[config.mk]
export PLATFORM = sky130hd
export DESIGN_NAME = glcm_ram
export DESIGN_NICKNAME = d
export VERILOG_FILES = /design/src/rtl/glcm_ram.sv
export SDC_FILE = /design/constraint.sdc
export NUM_CORES = 2
export LEC_CHECK = 0
export BUFFER_PORTS_ARGS = -buffer_cell sky130_fd_sc_hd__buf_2
export CAP_MARGIN = 5
export CORE_ASPECT_RATIO = 1.2
export CORE_MARGIN = 2
export CORE_UTILIZATION = 57
export DETAILED_ROUTE_END_ITERATION = 6
export PLACE_DENSITY_LB_ADDON = 0.12
export SLEW_MARGIN = 20
export SYNTH_ARGS = -nofsm -noshare
export SYNTH_HDL_FRONTEND = slang
export SYNTH_SLANG_ARGS = --single-unit
[constraint.sdc]
create_clock -name clk_i -period 2.1 [get_ports clk_i]
set_input_delay 0.105 -clock clk_i [delete_from_list [all_inputs] [get_ports clk_i]]
set_output_delay 0.105 -clock clk_i [all_outputs]
set_load 0.05 [all_outputs]
[src/rtl/glcm_ram.sv]
// Generic single-write, single-read RAM with registered read data.
`default_nettype none
module glcm_ram #(
  parameter int unsigned WIDTH = 8,
  parameter int unsigned DEPTH = 256
) (
  input  wire logic                     clk_i,
  input  wire logic                     we_i,
  input  wire logic [$clog2(DEPTH)-1:0] waddr_i,
  input  wire logic [WIDTH-1:0]         wdata_i,
  input  wire logic [$clog2(DEPTH)-1:0] raddr_i,
  output logic      [WIDTH-1:0]         rdata_o
);

  logic [WIDTH-1:0] mem [DEPTH];

  always_ff @(posedge clk_i) begin
    if (we_i) begin
      mem[waddr_i] <= wdata_i;
    end
    rdata_o <= mem[raddr_i];
  end

endmodule
`default_nettype wire

### Yosys cells after proc, flatten, opt, wreduce, memory -nomap -nowiden

Memory sizes are Yosys's and may differ from the RTL's. A register that Yosys moved wholly into a read port is not among the register bits.
Index checks and enable logic that the tools add are counted.
Widths: inputs -> output; s select.

* muxes and demuxes: 2

Operators by type and width (count)
* $mux 1: 2

* input port bits: 26
* flip-flop bits (word level): 0
* output and inout port bits: 8
* bits in writable memories: 2048
* memories: 1

Memories
* mem: words 256, bits a word 8, rd ports 1, clocked after memory_dff 1, write ports 1, RTL line 15 `logic [WIDTH-1:0] mem [DEPTH];`

### Longest topological paths before layout

* depth after elaboration: 2
* gate-level depth with buffers: 11

### Worst setup path before layout

Ideal clock, no wire load.

* path type: input -> register
* start: in raddr_i[0]
* end: reg rdata_o[2], read port of mem
* setup slack: 0.057 ns
* stages: 9
* library setup time: 0.131 ns
* arrival: 1.912 ns
* data required time: 1.969 ns
* cell sequence: buf_6 > buf_12 > buf_8 > buf_2 > mux4_2 > a22oi_1 > a21oi_1 > nor4_1 > nor4_2

RTL lines
* from (decl): RTL line 11 `input wire logic [$clog2(DEPTH)-1:0] raddr_i,`
* to (decl): RTL line 12 `output logic [WIDTH-1:0] rdata_o`

==> impl_metrics.env <==
export IMPL_die_w_um=345.0
export IMPL_ys_ff_latch=2056
export IMPL_wl_per_cell_um=31.36
export IMPL_ys_warn_count=0
export IMPL_whs_path_depth=4
export IMPL_cts_made_buffers=190
export IMPL_antenna_found_initial=10
export IMPL_cap_violations=0
export IMPL_grt_ovfl_total=0
export IMPL_arrival_ps=3020
export IMPL_ys_seq_area_share_pct=77.50
export IMPL_finalSetupViolations=7
export IMPL_vias=41050
export IMPL_gp_congestion=0.8746
export IMPL_slew_viol_final=0
export IMPL_cts_setup_buffers=0
export IMPL_synth_area_um2=79560
export IMPL_slew_limit_headroom_pct=43.02
export IMPL_hold_viol=0
export IMPL_critPathSlowestCell="mux4_2"
export IMPL_drive_gt1_share_pct=33.43
export IMPL_finalWorstSetupSlack_ps=-223.5
export IMPL_outcome="finished with violations"
export IMPL_violations="negative setup slack"
export IMPL_worstHoldPathType="input port to register"
export IMPL_p_leak_nw=30.45
export IMPL_irDropWorstVdd_mv=0.8029
export IMPL_tritoncts="built"
export IMPL_regToRegEndpoint="rdata_o[7]"
export IMPL_skew_ps=33.61
export IMPL_critPathMaxFanout=1
export IMPL_max_clock_path_buffers=3
export IMPL_coreArea_um2=138900
export IMPL_dp_slack_ps=-1364
export IMPL_clock_latency_ps=830
export IMPL_grt_max_degree=97
export IMPL_cts_reportedPaths_clkPinSlew_ps=70
export IMPL_fin_crit_sh_pct=110.6
export IMPL_remaining_drc_errors=0
export IMPL_reg2reg_from="mem[71][7]"
export IMPL_ff2ff_path_depth=6
export IMPL_dp_hpwl_um=133400
export IMPL_synth_area_per_cell_um2=21.31
export IMPL_synth_edff_count=2048
export IMPL_clock_sinks=2056
export IMPL_cpMostUsedCell="mux4_2"
export IMPL_worstMarginPinSlew_ps=854.7
export IMPL_p_per_area_nw_per_um2=890.2
export IMPL_setup_tns_ps=-760.3
export IMPL_grt_pass1_vias=42290
export IMPL_max_freq_mhz=430.4
export IMPL_cp_cell_sequence="mux4_2 > mux4_2 > nor2b_4 > nor4_4 > buf_4 > nor4_1"
export IMPL_finalWirelength_um=201700
export IMPL_die_area_um2=142600
export IMPL_finalCriticalPeriod_ps=2323
export IMPL_grt_pass1_wl_um=292300
export IMPL_rows=150
export IMPL_rsz0062_at_grt="true"
export IMPL_port_buffers=33
export IMPL_syn_num_nets=3759
export IMPL_initial_utilization_pct=57.28
export IMPL_pin_count=34
export IMPL_cpPeakStageDelay_ps=530
export IMPL_syn_to_final_growth_pct=17.64
export IMPL_yosys_most_used_dff="edfxtp_1"
export IMPL_synthArstFlopShare_pct=0
export IMPL_drt_antenna_violating_nets=0
export IMPL_synth_cells=3733
export IMPL_track_usage_pct=28.67
export IMPL_htreeDepth=4
export IMPL_ys_types=55
export IMPL_synth_area_leaders="edfxtp_1 77%, mux4_2 13%, mux2i_1 1.7%, nor2_1 1.3%, a22oi_1 1.3%"
export IMPL_worstPathRequired_ps=2790
export IMPL_cp_end_kind="register"
export IMPL_yosysTopAreaCell="edfxtp_1"
export IMPL_cts_root_buf="clkbuf_16"
export IMPL_num_nets_final=4478
export IMPL_fp_dieH_um=413.3
export IMPL_worstHoldEndpoint="mem[251][6]"
export IMPL_drtPass1Iterations=6
export IMPL_synth_most_common_cell="edfxtp_1"
export IMPL_cp_start_kind="register"
export IMPL_r2r_slack_ps=-220
export IMPL_min_delay_start="waddr_i[4]"
export IMPL_synth_common_cells="2048 x edfxtp_1, 454 x mux4_2, 282 x nor2_1"
export IMPL_critical_path_class="register to register"
export IMPL_drt_first_iter_violations=4993
export IMPL_synth_top_cell_area_share_pct=77.30
export IMPL_vias_per_cell=6.383
[through the flow]
stage,util (%),total power [mW],instances,instance area [um2],hold slack [ps]
2_1_floorplan,-,48.44,3733,79560,203.9
3_5_place_dp,62.70,51.02,6071,87080,623.3
5_1_grt,67.38,85.45,6430,93590,96.50
3_3_place_gp,62.68,50.90,6070,87060,607.5
4_1_cts,67.23,83.65,6430,93380,10.87
6_report,67.39,83.32,6432,93590,69.99
[routing by layer]
| metal | GRT usage, % | vias up | wire (um) |
|---|---|---|---|
| met5 | 0 | - | 69 |
| met4 | 10.39 | 10 | 7080 |
| li1 | - | 17160 | - |
| met1 | 37.19 | 21580 | 74610 |
| met3 | 4.724 | 384 | 15790 |
| met2 | 49.57 | 1923 | 104100 |
[area by class of cell]
class | count | area (um2)
inverter | 2 | 7.507
sequential | 2056 | 61660
fill | 8809 | 45290
multi-input combinational | 1442 | 16950
timing repair buffer | 760 | 6789
clock inverter | 111 | 879.6
antenna | 2 | 5.005
tap | 1824 | 2282
clock buffer | 235 | 5019
[cell usage in the layout (no fill, tap or decap), types with 12 or more instances in the layout]
cell type	netlist	layout
a21oi_1	96	95
nor4_2	3	12
clkinv_2	0	36
nor2_1	282	277
buf_12	8	82
dlygate4sd3_1	0	16
mux4_2	454	454
clkinv_1	1	42
mux2i_1	134	134
clkbuf_1	111	40
o22ai_1	28	28
nor2b_1	31	24
a22oi_1	133	131
clkbuf_16	0	194
buf_4	27	628
nand3_1	34	34
o221ai_1	46	46
nand2_1	33	33
edfxtp_1	2048	2048
buf_2	31	22
[kinds of logic after synthesis]
| kind of cell | after synthesis | share of synthesized area [%] |
|---|---|---|
| flip-flops | 2056 | 77.50 |
| buffers and inverters | 235 | 1.831 |
| AND/OR/NAND/NOR | 466 | 2.628 |
| multiplexers | 591 | 14.62 |
| AO/OA/AOI/OAI | 385 | 3.419 |
[power breakdown]
part	leakage, nW	internal, mW	switching [mW]
clock network	2.88	18.3	14.7
logic	9.10	2.01	2.99
registers	18.5	45.2	0.0816
[registers in the layout (all words and copies together), names as in the netlist]
register,flops
mem,2048
rdata_o,8
[critical path: cells and delay by family, from the launching register on]
kind | cells | cell delay, ps
flip-flops | 1 | 360
buffers and inverters | 1 | 190
AND/OR/NAND/NOR | 3 | 590
multiplexers | 2 | 1060
[worst max path at each step]
stage / from / to / slack [ps] / depth (start not counted)
4_1_cts: mem[70][7] / rdata_o[7] / -230 / 6
2_1_floorplan: raddr_i[0] / rdata_o[2] / 60 / 9
3_3_place_gp: raddr_i[1] / rdata_o[0] / -2090 / 12
6_report: mem[71][7] / rdata_o[7] / -220 / 6
5_1_grt: mem[101][7] / rdata_o[7] / -250 / 8
3_5_place_dp: raddr_i[1] / rdata_o[4] / -1360 / 12
[what timing repair did]
action | 4_1_cts | 5_1_grt
gates resized for setup | 45 | 33
hold buffers | 16 | 0
endpoints found under the hold margin | 436 | 0
pin swaps | 20 | 18
endpoints found under the setup margin | 8 | 18
cloned | 0 | 0
No activity file was read; power rests on OpenSTA's default activity.
