--- src/rtl/glcm_pkg.sv ---
// Shared constants, transaction types and helper functions of the co-occurrence histogram.
`default_nettype none
package glcm_pkg;

  localparam int unsigned MAX_WIDTH      = 1024;
  localparam int unsigned MAX_LEVEL_BITS = 8;
  localparam int unsigned COUNT_BITS     = 32;

  localparam int unsigned HIST_AW    = 2 * MAX_LEVEL_BITS;
  localparam int unsigned HIST_DEPTH = 1 << HIST_AW;
  localparam int unsigned COL_W      = $clog2(MAX_WIDTH);
  localparam int unsigned WID_W      = $clog2(MAX_WIDTH + 1);
  localparam int unsigned PADDR_W    = 4;
  localparam int unsigned NUM_SLOTS  = 8;

  typedef enum logic [1:0] {
    CMD_CLEAR  = 2'd0,
    CMD_PIXEL  = 2'd1,
    CMD_READ   = 2'd2,
    CMD_UNUSED = 2'd3
  } cmd_e;

  typedef enum logic [1:0] {
    REG_DIR_MASK   = 2'd0,
    REG_LEVEL_BITS = 2'd1,
    REG_IMG_WIDTH  = 2'd2,
    REG_NONE       = 2'd3
  } reg_e;

  typedef struct packed {
    logic [1:0] cmd;
    logic [7:0] pixel_value;
    logic [7:0] bin_row;
    logic [7:0] bin_col;
  } in_item_t;

  typedef struct packed {
    logic [31:0] bin_count;
    logic [31:0] total_pairs;
    logic [31:0] bin_fraction;
  } out_item_t;

  typedef struct packed {
    logic                  start;
    logic [COUNT_BITS-1:0] num;
    logic [COUNT_BITS-1:0] den;
  } div_req_t;

  typedef struct packed {
    logic        done;
    logic [31:0] quot;
  } div_rsp_t;

  // Saturate an internal count to the 32-bit result field.
  function automatic logic [31:0] sat_out(logic [COUNT_BITS-1:0] cnt);
    logic [COUNT_BITS+31:0] ext;
    ext = {32'd0, cnt};
    if (ext[COUNT_BITS+31:32] != '0) begin
      return 32'hFFFF_FFFF;
    end
    return ext[31:0];
  endfunction

  // Quantize a raw pixel by a right shift.
  function automatic logic [MAX_LEVEL_BITS-1:0] quant(logic [7:0] raw, logic [3:0] sh);
    logic [7:0] v;
    v = raw >> sh;
    return v[MAX_LEVEL_BITS-1:0];
  endfunction

endpackage
`default_nettype wire

--- src/rtl/glcm_divider.sv ---
// Bit-serial restoring divider producing count/total as unsigned Q1.31.
`default_nettype none
module glcm_divider (
  input  wire logic                clk_i,
  input  wire logic                rst_ni,
  input  wire glcm_pkg::div_req_t  req_i,
  output glcm_pkg::div_rsp_t       rsp_o
);

  localparam int unsigned CB = glcm_pkg::COUNT_BITS;

  logic          busy_q, done_q, zero_q;
  logic [4:0]    step_q;
  logic [CB:0]   rem_q;
  logic [CB-1:0] den_q;
  logic [31:0]   quot_q;

  logic [CB-1:0] num_c;
  logic [CB:0]   rem_sh;
  logic          init_ge, step_ge;

  always_comb begin
    num_c   = (req_i.num > req_i.den) ? req_i.den : req_i.num;
    init_ge = (num_c == req_i.den);
    rem_sh  = {rem_q[CB-1:0], 1'b0};
    step_ge = (rem_sh >= {1'b0, den_q});
  end

  always_ff @(posedge clk_i or negedge rst_ni) begin
    if (!rst_ni) begin
      busy_q <= 1'b0;
      done_q <= 1'b0;
      step_q <= '0;
      zero_q <= 1'b0;
      rem_q  <= '0;
      den_q  <= '0;
      quot_q <= '0;
    end else begin
      done_q <= 1'b0;
      if (req_i.start) begin
        busy_q <= 1'b1;
        step_q <= '0;
        den_q  <= req_i.den;
        zero_q <= (req_i.den == '0);
        rem_q  <= init_ge ? '0 : {1'b0, num_c};
        quot_q <= {31'd0, init_ge};
      end else if (busy_q) begin
        rem_q  <= step_ge ? (rem_sh - {1'b0, den_q}) : rem_sh;
        quot_q <= {quot_q[30:0], step_ge};
        step_q <= step_q + 5'd1;
        if (step_q == 5'd30) begin
          busy_q <= 1'b0;
          done_q <= 1'b1;
        end
      end
    end
  end

  assign rsp_o.done = done_q;
  assign rsp_o.quot = zero_q ? 32'd0 : quot_q;

endmodule
`default_nettype wire

--- config.mk ---
export PLATFORM = sky130hd
export DESIGN_NAME = glcm_divider
export DESIGN_NICKNAME = d
export VERILOG_FILES = /design/src/rtl/glcm_pkg.sv /design/src/rtl/glcm_divider.sv
export SDC_FILE = /design/constraint.sdc
export NUM_CORES = 1
export LEC_CHECK = 0
export ABC_CLOCK_PERIOD_IN_PS = 2870
export BUFFER_PORTS_ARGS = -buffer_cell sky130_fd_sc_hd__buf_2
export CORE_MARGIN = 2
export CORE_UTILIZATION = 53
export DETAILED_ROUTE_END_ITERATION = 6
export GPL_ROUTABILITY_DRIVEN = 0
export GPL_TIMING_DRIVEN = 1
export PLACE_DENSITY = 0.79
export REMOVE_ABC_BUFFERS = 1
export SETUP_SLACK_MARGIN = 0.5
export SLEW_MARGIN = 20
export SYNTH_ARGS = -nofsm -noshare
export SYNTH_HDL_FRONTEND = slang
export SYNTH_SLANG_ARGS = --single-unit
export TNS_END_PERCENT = 10
--- constraint.sdc ---
create_clock -name clk_i -period 2.87 [get_ports clk_i]
set_input_delay 0.861 -clock clk_i [delete_from_list [all_inputs] [get_ports clk_i]]
set_output_delay 0.861 -clock clk_i [all_outputs]
set_load 0.02 [all_outputs]
---- Yosys cells after proc, flatten, opt, wreduce, memory -nomap -nowiden ----
Index checks and enable logic that the tools add are counted.
word-level totals
  output and inout bits ................... 33
  logic and storage cells ................. 31
  input bits .............................. 67
  register bits after elaboration ......... 104
operators by class
  $lt $le $gt $ge ......................... 2
  reductions and logical operators ........ 2
  equal/unequal tests ..................... 2
  add/sub/neg operators ................... 2
  mux-type cells .......................... 16
operator list
  operator               number
  $mux W32               8
  $ge A33 B32 Y1         1
  $eq A32 B32 Y1         1
  $gt A32 B32 Y1         1
  $logic_not A32 Y1      1
  $sub A32 B32 Y32       1
  $mux W5                2
  $mux W1                6
  $add A5 B1 Y5 const B  1
  $eq A5 B5 Y1 const B   1
  $reduce_bool A2 Y1     1

---- Logic depth before layout (Yosys ltp) ----
Gate-level depths: netlist of run 1.
  word-level depth ........................ 5
  gate-level depth with buffers ........... 14
  gate-level depth less buffers ........... 10

---- Worst setup path before layout of run 1 ----
OpenSTA, ideal clock, no wires.
  kind .................................... input to register
  from .................................... input port req_i[19] in the netlist's numbering
  to ...................................... register rem_q[30]
  arrival ................................. 3.128 ns
  setup time .............................. 0.110 ns
  required time ........................... 2.760 ns
  stages on the path ...................... 12
  buffers on the path ..................... 2
  setup slack ............................. -0.368 ns
  path through ............................ inv_1 ha_1 a21oi_1 o21ai_0 a221o_1 a2111oi_0 o2111a_1 clkbuf_1 clkbuf_1 nand2_1 a31o_1 o41ai_1
between the ends
  cells in the longest elaborated chain, start to end .. 5
ends and longest elaborated chain
  item                    RTL line            text
  start: declaration      glcm_divider.sv:6   input wire glcm_pkg::div_req_t req_i,
  $gt A32 B32 Y1          glcm_divider.sv:23  num_c = (req_i.num > req_i.den) ? req_i.den : req_i.num;
  $mux W32                glcm_divider.sv:23
  $eq A32 B32 Y1          glcm_divider.sv:24  init_ge = (num_c == req_i.den);
  $mux W32 *              glcm_divider.sv:45  rem_q <= init_ge ? '0 : {1'b0, num_c};
  $mux W32 *              glcm_divider.sv:40  if (req_i.start) begin
  end signal: assignment  glcm_divider.sv:45
  end signal: assignment  glcm_divider.sv:48  rem_q <= step_ge ? (rem_sh - {1'b0, den_q}) : rem_sh;
  end: declaration        glcm_divider.sv:14  logic [CB:0] rem_q;
Mark *: on every way between the ends. The rest lies on a longest branch, timed or not.
A chain may end at the register's enable or synchronous reset.

---- Worst setup path after layout of run 1 ----
  from .................................... input port req_i[51] in the netlist's numbering
  to ...................................... register rem_q[16]
between the ends
  cells in the longest elaborated chain, start to end .. 5
ends and longest elaborated chain
  item            RTL line
  $gt A32 B32 Y1  glcm_divider.sv:23
  $mux W32 *      glcm_divider.sv:23
  $eq A32 B32 Y1  glcm_divider.sv:24
  $mux W32 *      glcm_divider.sv:45
  $mux W32 *      glcm_divider.sv:40
Marked as above.

==> results.yml, run 1 <==
finish:
  postLayoutCoreUtil_pct: 75.25
  mostFrequentLayoutCells: "buf_4 (162), dfrtp_1 (102), buf_2 (86)"
  antenna_cells: 0
  finalNonFillerCells: 1378
  final_common_cell: "buf_4"
  fin_area_um2: 11310
  drive_gt1_share_pct: 36.30
  area_delta_synth_final_pct: 40.43
  final_net_count: 1319
critical_path:
  critPathCaptureType: "flop"
  worstSetupPathDepth: 13
  cp_num_buf_inv: 6
  start_kind: "input port"
  cp.required_ns: 3.12
  critPathMaxFanout: 5
  cp_top_family: "buffers and inverters"
  crit_chain: "buf_2 -> buf_4 -> xnor2_1 -> nand4_1 -> nor4_1 -> buf_4 -> nand4_1 -> o2111a_2 -> buf_6 -> buf_16 -> buf_12 -> a22oi_2 -> a31oi_1"
  r2r_slack_ns: -0.19
  critical_path.max_stage_delay_ns: 0.39
  cpMaxStageDelayCell: "xnor2_1"
  crit_arrival_ns: 3.32
  path_class: "input port to flop"
  reg2reg_depth: 11
die:
  io_pins: 100
  die-area_um2: 16200
  die_w_um: 127.3
  rows: 45
  start_util_pct: 53.58
  coreArea_um2: 15030
  dieHeight_um: 127.3
synth:
  ys_seq_area_share_pct: 32.31
  synth_edf_count: 0
  synth_ff_type: "dfrtp_1"
  ys_ff_latch: 104
  ys_types: 74
  syn_inst: 944
  async_reset_ff_share_pct: 100.0
  synth_area_um2: 8055
  yosys_warnings: 0
  syn_area_per_cell_um2: 8.533
run_status:
  status: "finished, violations left"
  violations: "design-rule violations, negative setup slack"
global_route:
  antenna_found_initial: 0
  grt_pass1_wl_um: 43670
  grt_pass1_vias: 8528
  gr-total-overflow: 0
  grt_max_degree: 55
  grt_use_total_pct: 34.39
sta:
  tightest_slew_ns: 0.8165
  final_hold_viol_count: 0
  min_period_ns: 3.071
  finalCritPeriodShare_pct: 107.0
  finalClockSkew_ns: 0.008835
  rsz0062_at_grt: "yes"
  slew_viol_final: 0
  slew_headroom_pct: 45.06
  setup_viol: 32
  setup_slack_ns: -0.2007
  fmax_ghz: 0.3257
routing:
  wl_per_cell_um: 22.24
  post-route-drc-count: 30
  drt-total-wl_um: 30640
  ant_nets: 0
  via_per_inst: 6.600
  drt-pass1-iter-count: 7
  drt-initial-drc-count: 1218
  vias: 9095
clock_network:
  cts_buffer_depth: 2
  clock_sinks: 104
  path_clk_slew_ns: 0.08
  htree_levels: 3
  insertion_delay_ns: 0.38
  cts_tree: "built"
  cts_made_buffers: 9
  clk_root_buffer_cell: "clkbuf_16"
power_and_ir_drop:
  leakage_nw: 5.720
  pwr-share-clk_pct: 14.5
  pwr-share-seq_pct: 21.6
  switchingPower_mw: 4.102
  vdd_ir_drop_max_mv: 0.5011
  p_sw_share_pct: 45.12
  p_int_mw: 4.989
  combPwrFrac_pct: 63.9
  power_density_nw_per_um2: 803.6
place:
  hpwl_um: 18980
  placed_cells: 1335
  io_buffers: 99
  placed_cell_area_um2: 9764
flow_run:
  maxCapViolCount: 0
worst_hold_path:
  min_path_type: "input port to asynchronous set/reset pin"
[synth_stat cells (5+ instances only)]
library cell / n / area share [%]
nor4_1: 14 / 1.1
inv_1: 79 / 3.7
a22oi_1: 8 / 0.75
and4_1: 6 / 0.65
o21ai_0: 54 / 3.4
a21oi_1: 42 / 2.6
and2_1: 6 / 0.47
o2111ai_1: 5 / 0.54
nor2b_1: 39 / 3.0
o31ai_1: 5 / 0.47
xnor2_1: 37 / 4.0
and3_1: 7 / 0.54
xor2_1: 15 / 1.6
nand4_1: 22 / 1.7
buf_1: 5 / 0.23
a221oi_1: 6 / 0.65
mux2i_1: 46 / 5.7
ha_1: 66 / 10
nor3_1: 8 / 0.50
dfrtp_1: 104 / 32
clkbuf_1: 40 / 1.9
a31oi_1: 32 / 2.5
nor2_1: 72 / 3.4
a21o_1: 17 / 1.6
nand3_1: 17 / 1.1
o2bb2ai_1: 17 / 1.8
nand2_1: 91 / 4.2
[area by class of cell]
class / count / area [um2]
fill: 911 / 3721
timing repair buffer: 280 / 2120
tap: 188 / 235.2
clock inverter: 7 / 81.33
multi-input combinational: 711 / 5739
clock buffer: 9 / 225.2
sequential: 104 / 2608
inverter: 79 / 304.0
[registers in the layout, summed over array words and instances, names as in the netlist]
name    count
busy_q      1
rem_q      32
den_q      32
step_q      5
quot_q     32
done_q      1
zero_q      1
[path summary, 6_finish.rpt]
kind | startpoint | endpoint
worst max register to register | rem_q[17]$_DFFE_PN0P_ | rem_q[16]$_DFFE_PN0P_
worst min register to register | quot_q[31]$_DFFE_PN0P_ | quot_q[31]$_DFFE_PN0P_
min in group clk_i | quot_q[31]$_DFFE_PN0P_ | quot_q[31]$_DFFE_PN0P_
worst min-delay path | rst_ni | den_q[4]$_DFFE_PN0P_
worst max-delay path | req_i[51] | rem_q[16]$_DFFE_PN0P_
max in group asynchronous | rst_ni | quot_q[24]$_DFFE_PN0P_
[per-layer routing]
layer  GRT usage [%]  share of wire (%)  routed length (um)
met1           43.44                 37               11290
met3           7.831                 11                3506
met5               0                  0                   0
met2           53.79                 44               13560
met4           21.01                7.5                2291
[through the flow]
stage	TNS, ns	power, mW	worst slack [ns]	hold WS [ns]
after floorplan	-14.99	4.711	-0.5324	0.4625
after global placement	-14.11	6.163	-0.5151	0.4971
after detailed placement	-15.57	6.301	-0.5867	0.5012
after CTS	-0.003768	8.199	-0.003768	0.4201
after global routing	-3.044	9.352	-0.2087	0.4231
final	-2.555	9.090	-0.2007	0.3971
[power by group through the flow]
stage | logic, mW | clock network, mW | registers, mW
after detailed placement | 4.37 | 0 | 1.93
after global routing | 5.99 | 1.38 | 1.98
after CTS | 4.98 | 1.30 | 1.92
after floorplan | 2.83 | 0 | 1.89
final | 5.80 | 1.32 | 1.97
after global placement | 4.25 | 0 | 1.92
[cells by family after synthesis]
| logic type | synth area share [%] |
|---|---|
| buffers and inverters | 6.275 |
| flip-flops | 32.31 |
| adder cells (fa/ha/maj) | 10.50 |
| XOR/XNOR | 5.654 |
| AND/OR/NAND/NOR | 18.87 |
| multiplexers | 5.996 |
| AO/OA/AOI/OAI | 20.39 |
[timing repair]
| item | in CTS | in global routing |
|---|---|---|
| pin swaps | 83 | 38 |
| hold buffers | 0 | 0 |
| gates cloned | 3 | 0 |
| setup buffers | 13 | 11 |
| setup endpoints to repair | 65 | 34 |
| resized for setup | 156 | 41 |
(Power assumes the default switching activity.)
==> run 2: changes to the inputs <==
--- a/config.mk
+++ b/config.mk
@@ -9,6 +9,7 @@
 export BUFFER_PORTS_ARGS = -buffer_cell sky130_fd_sc_hd__buf_2
 export CORE_MARGIN = 2
 export CORE_UTILIZATION = 53
+export CTS_BUF_LIST = sky130_fd_sc_hd__clkbuf_8
 export DETAILED_ROUTE_END_ITERATION = 6
 export GPL_ROUTABILITY_DRIVEN = 0
 export GPL_TIMING_DRIVEN = 1
==> run 2 against run 1 <==
The run ends with negative setup slack left. Largest cell class unchanged. Critical path type is now flop to flop. Highest routed layer unchanged. Count of clock-buffer cells in the layout stayed put. Critical endpoint is now rem_q[28]$_DFFE_PN0P_. Final cell count is 0.36% lower. First-iteration DRC count is 11% lower. Maximum frequency is 0.34% higher. Flip-flop and latch count stayed put. Global-route usage is 1.9 points lower.
==> results.yml, run 2 (same netlist as run 1, synthesis figures left out) <==
die:
  dieHeight_um: 127.3
  io_pins: 100
  coreArea_um2: 15030
  die-area_um2: 16200
  die_w_um: 127.3
  rows: 45
  start_util_pct: 53.58
place:
  io_buffers: 99
  hpwl_um: 18980
clock_network:
  htree_levels: 3
  clock_sinks: 104
  cts_made_buffers: 9
  path_clk_slew_ns: 0.12
  clk_root_buffer_cell: "clkbuf_8"
  insertion_delay_ns: 0.41
  cts_buffer_depth: 2
  cts_tree: "built"
run_status:
  status: "finished, violations left"
  violations: "negative setup slack"
power_and_ir_drop:
  switchingPower_mw: 3.689
  vdd_ir_drop_max_mv: 0.3726
  p_int_mw: 4.560
  combPwrFrac_pct: 64.5
  p_total_mw: 8.249
  pwr-share-clk_pct: 11.9
  p_sw_share_pct: 44.72
  power_density_nw_per_um2: 761.1
  leakage_nw: 5.516
  pwr-share-seq_pct: 23.6
global_route:
  antenna_found_initial: 0
  grt_pass1_wl_um: 41330
  grt_use_total_pct: 32.53
  grt_pass1_vias: 8194
  grt_max_degree: 55
  gr-total-overflow: 0
routing:
  post-route-drc-count: 0
  vias: 8688
  ant_nets: 0
  wl_per_cell_um: 20.07
  drt-total-wl_um: 27560
  top_layer_used: "met4"
  met2_length_um: 12570
  wl_met1_um: 10490
  via_per_inst: 6.328
  drt-pass1-iter-count: 6
  drt-initial-drc-count: 1082
  met3_length_um: 2977
sta:
  finalClockSkew_ns: 0.01494
  fmax_ghz: 0.3268
  slew_headroom_pct: 56.32
  rsz0062_at_grt: "yes"
  final.setup.tns_ns: -1.543
  setup_viol: 27
  final_hold_viol_count: 0
  setup_slack_ns: -0.1903
  slew_viol_final: 0
  hold_slack_ns: 0.3635
  tightest_slew_ns: 0.6492
  finalCritPeriodShare_pct: 106.6
  min_period_ns: 3.060
finish:
  area_delta_synth_final_pct: 34.56
  drive_gt1_share_pct: 33.25
  final_net_count: 1314
  antenna_cells: 0
  mostFrequentLayoutCells: "buf_4 (163), dfrtp_1 (102), buf_2 (92)"
  fillers: 1032
  final_common_cell: "buf_4"
  reg_top3: "den_q (32), quot_q (32), rem_q (32)"
critical_path:
  crit_top_cell: "buf_6"
  crit_chain: "inv_2 -> ha_4 -> a211o_1 -> a21o_2 -> a2111o_1 -> a31o_1 -> and3_4 -> buf_6 -> buf_6 -> nor4_4 -> a31o_2 -> o31ai_1"
  critPathCaptureType: "flop"
  critPathMaxFanout: 3
  cpMaxStageDelayCell: "dfrtp_1"
  cp.required_ns: 3.14
  critical_path.max_stage_delay_ns: 0.42
  path_class: "flop to flop"
  crit_arrival_ns: 3.33
  start_kind: "flop"
flow_run:
  maxCapViolCount: 0
worst_hold_path:
  min_path_type: "input port to asynchronous set/reset pin"
run 2: cell count changes in the layout (fill, tap and decap cells not counted), moves of 3 or more:
cell,change
nand2_4,-12
nand2_1,+11
clkbuf_16,-9
clkbuf_8,+9
o2bb2ai_1,+9
o2bb2ai_2,-9
buf_6,-8
buf_2,+6
ha_1,+3
ha_4,-3
run 2: cell type report:
type | count | area (um2) | area share, %
inverter | 79 | 301.5 | 2.782
tap | 188 | 235.2 | 2.170
timing repair buffer | 275 | 1997 | 18.42
clock buffer | 9 | 123.9 | 1.143
multi-input combinational | 711 | 5493 | 50.68
clock inverter | 7 | 81.33 | 0.7503
sequential | 104 | 2608 | 24.06
run 2: metrics by stage:
| stage | setup WS (ns) | cell area [um2] | util (%) | instances |
|---|---|---|---|---|
| 6_report | -0.1903 | 10840 | 72.10 | 1373 |
| 5_1_grt | -0.3444 | 10840 | 72.10 | 1373 |
| 4_1_cts | 0.04012 | 10590 | 70.45 | 1365 |
| 3_5_place_dp | -0.5867 | 9764 | 64.95 | 1335 |
| 3_3_place_gp | -0.5151 | 9764 | 64.95 | 1335 |
| 2_1_floorplan | -0.5324 | 7846 | - | 894 |
run 2: power groups by stage:
stage | clock network [mW] | logic, mW | registers (mW)
floorplan | 0 | 2.83 | 1.89
finish | 0.985 | 5.32 | 1.94
CTS | 0.991 | 4.74 | 1.91
global placement | 0 | 4.25 | 1.92
detailed placement | 0 | 4.37 | 1.93
global route | 1.06 | 5.63 | 1.97
run 2: repair_timing:
| item | 4_1_cts | 5_1_grt |
|---|---|---|
| resized for setup | 91 | 39 |
| hold buffers | 0 | 0 |
| setup endpoints to repair | 65 | 65 |
| endpoints found under the hold margin | 0 | 0 |
| setup buffers | 11 | 8 |
| pin swaps | 49 | 25 |
| cloned | 3 | 0 |
run 2: final timing paths:
| check | startpoint | to | slack, ns | cells past startpoint |
|---|---|---|---|---|
| setup / recovery | den_q[26]$_DFFE_PN0P_ | rem_q[28]$_DFFE_PN0P_ | -0.19 | 12 |
| hold / removal | rst_ni | den_q[4]$_DFFE_PN0P_ | 0.36 | 1 |
| setup reg to reg | den_q[26]$_DFFE_PN0P_ | rem_q[28]$_DFFE_PN0P_ | -0.19 | 12 |
| hold reg to reg | quot_q[31]$_DFFE_PN0P_ | quot_q[31]$_DFFE_PN0P_ | 0.53 | 2 |
| max in group asynchronous | rst_ni | den_q[27]$_DFFE_PN0P_ | 1.88 | 2 |
| min in group clk_i | quot_q[31]$_DFFE_PN0P_ | quot_q[31]$_DFFE_PN0P_ | 0.53 | 2 |
run 2: worst max-delay path, delay by kind of cell, from the launching register on:
kind                     cells  cell delay, ns
adder cells (fa/ha/maj)      1            0.21
AND/OR/NAND/NOR              2            0.53
flip-flops                   1            0.42
buffers and inverters        3            0.34
AO/OA/AOI/OAI                6            1.39
run 2: per-layer routing:
| layer | GRT usage (%) | up-vias |
|---|---|---|
| met4 | 17.84 | 0 |
| met1 | 41.67 | 4099 |
| met5 | 0 | - |
| met2 | 51.59 | 565 |
| li1 | - | 3876 |
| met3 | 6.868 | 148 |
==> run 3: changes to the inputs <==
--- a/config.mk
+++ b/config.mk
@@ -5,7 +5,7 @@
 export SDC_FILE = /design/constraint.sdc
 export NUM_CORES = 1
 export LEC_CHECK = 0
-export ABC_CLOCK_PERIOD_IN_PS = 2870
+export ABC_CLOCK_PERIOD_IN_PS = 3400
 export BUFFER_PORTS_ARGS = -buffer_cell sky130_fd_sc_hd__buf_2
 export CORE_MARGIN = 2
 export CORE_UTILIZATION = 53
@@ -13,7 +13,7 @@
 export DETAILED_ROUTE_END_ITERATION = 6
 export GPL_ROUTABILITY_DRIVEN = 0
 export GPL_TIMING_DRIVEN = 1
-export PLACE_DENSITY = 0.79
+export PLACE_DENSITY = 0.76
 export REMOVE_ABC_BUFFERS = 1
 export SETUP_SLACK_MARGIN = 0.5
 export SLEW_MARGIN = 20
==> constraint.sdc (replaced) <==
create_clock -name clk_i -period 3.4 [get_ports clk_i]
set_input_delay 1.02 -clock clk_i [delete_from_list [all_inputs] [get_ports clk_i]]
set_output_delay 1.02 -clock clk_i [all_outputs]
set_load 0.02 [all_outputs]
==> run 3 against run 2 <==
The run now ends clean. First-iteration DRC count shrank 20%. Sequential power shrank 15%. Global-route usage shrank 3.4 points. Flip-flop and latch count is the same. Critical path type is now input port to flop.
==> results.yml, run 3 (same netlist as run 1, synthesis figures left out) <==
power_and_ir_drop:
  power_density_nw_per_um2: 634.0
  leakage_nw: 4.991
  vdd_ir_drop_max_mv: 0.3254
finish:
  finalNonFillerCells: 1271
  fin_area_um2: 9878
  mostFrequentLayoutCells: "dfrtp_1 (103), buf_2 (89), nand2_1 (87)"
  fillers: 1207
  antenna_cells: 0
  area_delta_synth_final_pct: 22.63
  reg_top3: "den_q (32), quot_q (32), rem_q (32)"
  drive_gt1_share_pct: 25.12
  final_net_count: 1212
  final_common_cell: "dfrtp_1"
clock_network:
  clock_sinks: 104
  insertion_delay_ns: 0.41
  holdBufCountCts: 0
  cts_made_buffers: 9
  cts_tree: "built"
  htree_levels: 3
  clk_root_buffer_cell: "clkbuf_8"
  path_clk_slew_ns: 0.11
  cts_buffer_depth: 2
worst_hold_path:
  min_path_type: "flop to flop"
  min_path_cells: 2
  holdPathEnd: "quot_q[31]$_DFFE_PN0P_"
  worstHoldStart: "quot_q[31]$_DFFE_PN0P_"
critical_path:
  r2r-start: "rem_q[2]$_DFFE_PN0P_"
  r2r_slack_ns: 0.43
  reg2reg_depth: 9
  start_kind: "input port"
  critPathCaptureType: "flop"
  cp.required_ns: 3.74
  crit_arrival_ns: 3.31
  path_class: "input port to flop"
  critPathMaxFanout: 6
  r2r-end: "rem_q[28]$_DFFE_PN0P_"
  worstSetupStartpoint: "req_i[12]"
sta:
  setup_slack_ns: 0.4239
  slew_viol_final: 0
  final.setup.tns_ns: 0
  finalClockSkew_ns: 0.01022
  finalCritPeriodShare_pct: 87.53
  setup_viol: 0
  slew_headroom_pct: 53.40
  tightest_slew_ns: 0.6814
  min_period_ns: 2.976
  rsz0062_at_grt: "yes"
  final_hold_viol_count: 0
  fmax_ghz: 0.3360
  hold_slack_ns: 0.5341
global_route:
  antenna_found_initial: 0
  grt_use_total_pct: 29.18
  grt_pass1_wl_um: 37430
  grt_pass1_vias: 7258
  grt_max_degree: 54
  gr-total-overflow: 0
routing:
  drt-total-wl_um: 23990
  wl_per_cell_um: 18.87
  via_per_inst: 6.216
  vias: 7901
  drt-initial-drc-count: 870
  ant_nets: 0
  drt-pass1-iter-count: 6
  post-route-drc-count: 0
place:
  placed_cells: 1235
  hpwl_um: 17760
  placed_cell_area_um2: 9001
  dp_slack_ns: -0.1366
  io_buffers: 99
run_status:
  status: "finished, final reports clean"
die:
  rows: 45
  die-area_um2: 16200
  dieHeight_um: 127.3
  die_w_um: 127.3
  io_pins: 100
  coreArea_um2: 15030
  start_util_pct: 53.58
flow_run:
  maxCapViolCount: 0
[run 3: worst max-delay path, stage by stage]
cell and delay (ns):
buf_2 0.11, inv_1 0.09, ha_1 0.29, nand4_1 0.16
buf_4 0.21, nor4_4 0.36, and2_1 0.19, o2111a_2 0.30
buf_6 0.17, nand2_1 0.08, a22o_1 0.18, a31oi_1 0.14
[run 3: routing by layer]
metal,routed length [um],up-vias,GRT usage [%]
li1,-,3664,-
met1,10280,3779,41.05
met2,10680,383,44.23
met3,2142,75,6.198
met4,888,0,11.38
met5,0,-,0
[run 3: layout make-up]
cell class | instances | area (um2) | share of cell area, %
Sequential cell | 104 | 2604 | 26.36
Multi-Input combinational cell | 711 | 5383 | 54.49
Timing Repair Buffer | 173 | 1137 | 11.51
Inverter | 79 | 299.0 | 3.027
Clock buffer | 9 | 123.9 | 1.254
Tap cell | 188 | 235.2 | 2.381
Clock inverter | 7 | 96.34 | 0.9753
[run 3: repair_timing]
| action | CTS | global route |
|---|---|---|
| cloned | 1 | 0 |
| pin swaps | 31 | 24 |
| setup buffers | 14 | 5 |
| setup endpoints to repair | 33 | 33 |
| gates resized for setup | 56 | 46 |
[run 3: worst max-delay path by stage]
stage / to / slack [ns] / depth (start not counted)
2_1_floorplan: rem_q[19]$_DFFE_PN0P_ / -0.16 / 10
3_3_place_gp: rem_q[30]$_DFFE_PN0P_ / 0.02 / 12
3_5_place_dp: rem_q[22]$_DFFE_PN0P_ / -0.14 / 12
4_1_cts: rem_q[27]$_DFFE_PN0P_ / 0.49 / 11
5_1_grt: rem_q[19]$_DFFE_PN0P_ / 0.33 / 12
6_report: rem_q[22]$_DFFE_PN0P_ / 0.42 / 12
[run 3: where the power goes]
group / switching (mW) / total [mW] / internal (mW)
Combinational: 2.04 / 3.74 / 1.70
Clock: 0.509 / 0.873 / 0.364
Sequential: 0.195 / 1.65 / 1.45
[run 3: per-stage QoR]
| step | power, mW | util (%) |
|---|---|---|
| after floorplan | 3.976 | - |
| after global placement | 4.839 | 59.88 |
| after detailed placement | 4.901 | 59.88 |
| after CTS | 6.052 | 64.06 |
| after global routing | 6.642 | 65.71 |
| final | 6.263 | 65.71 |
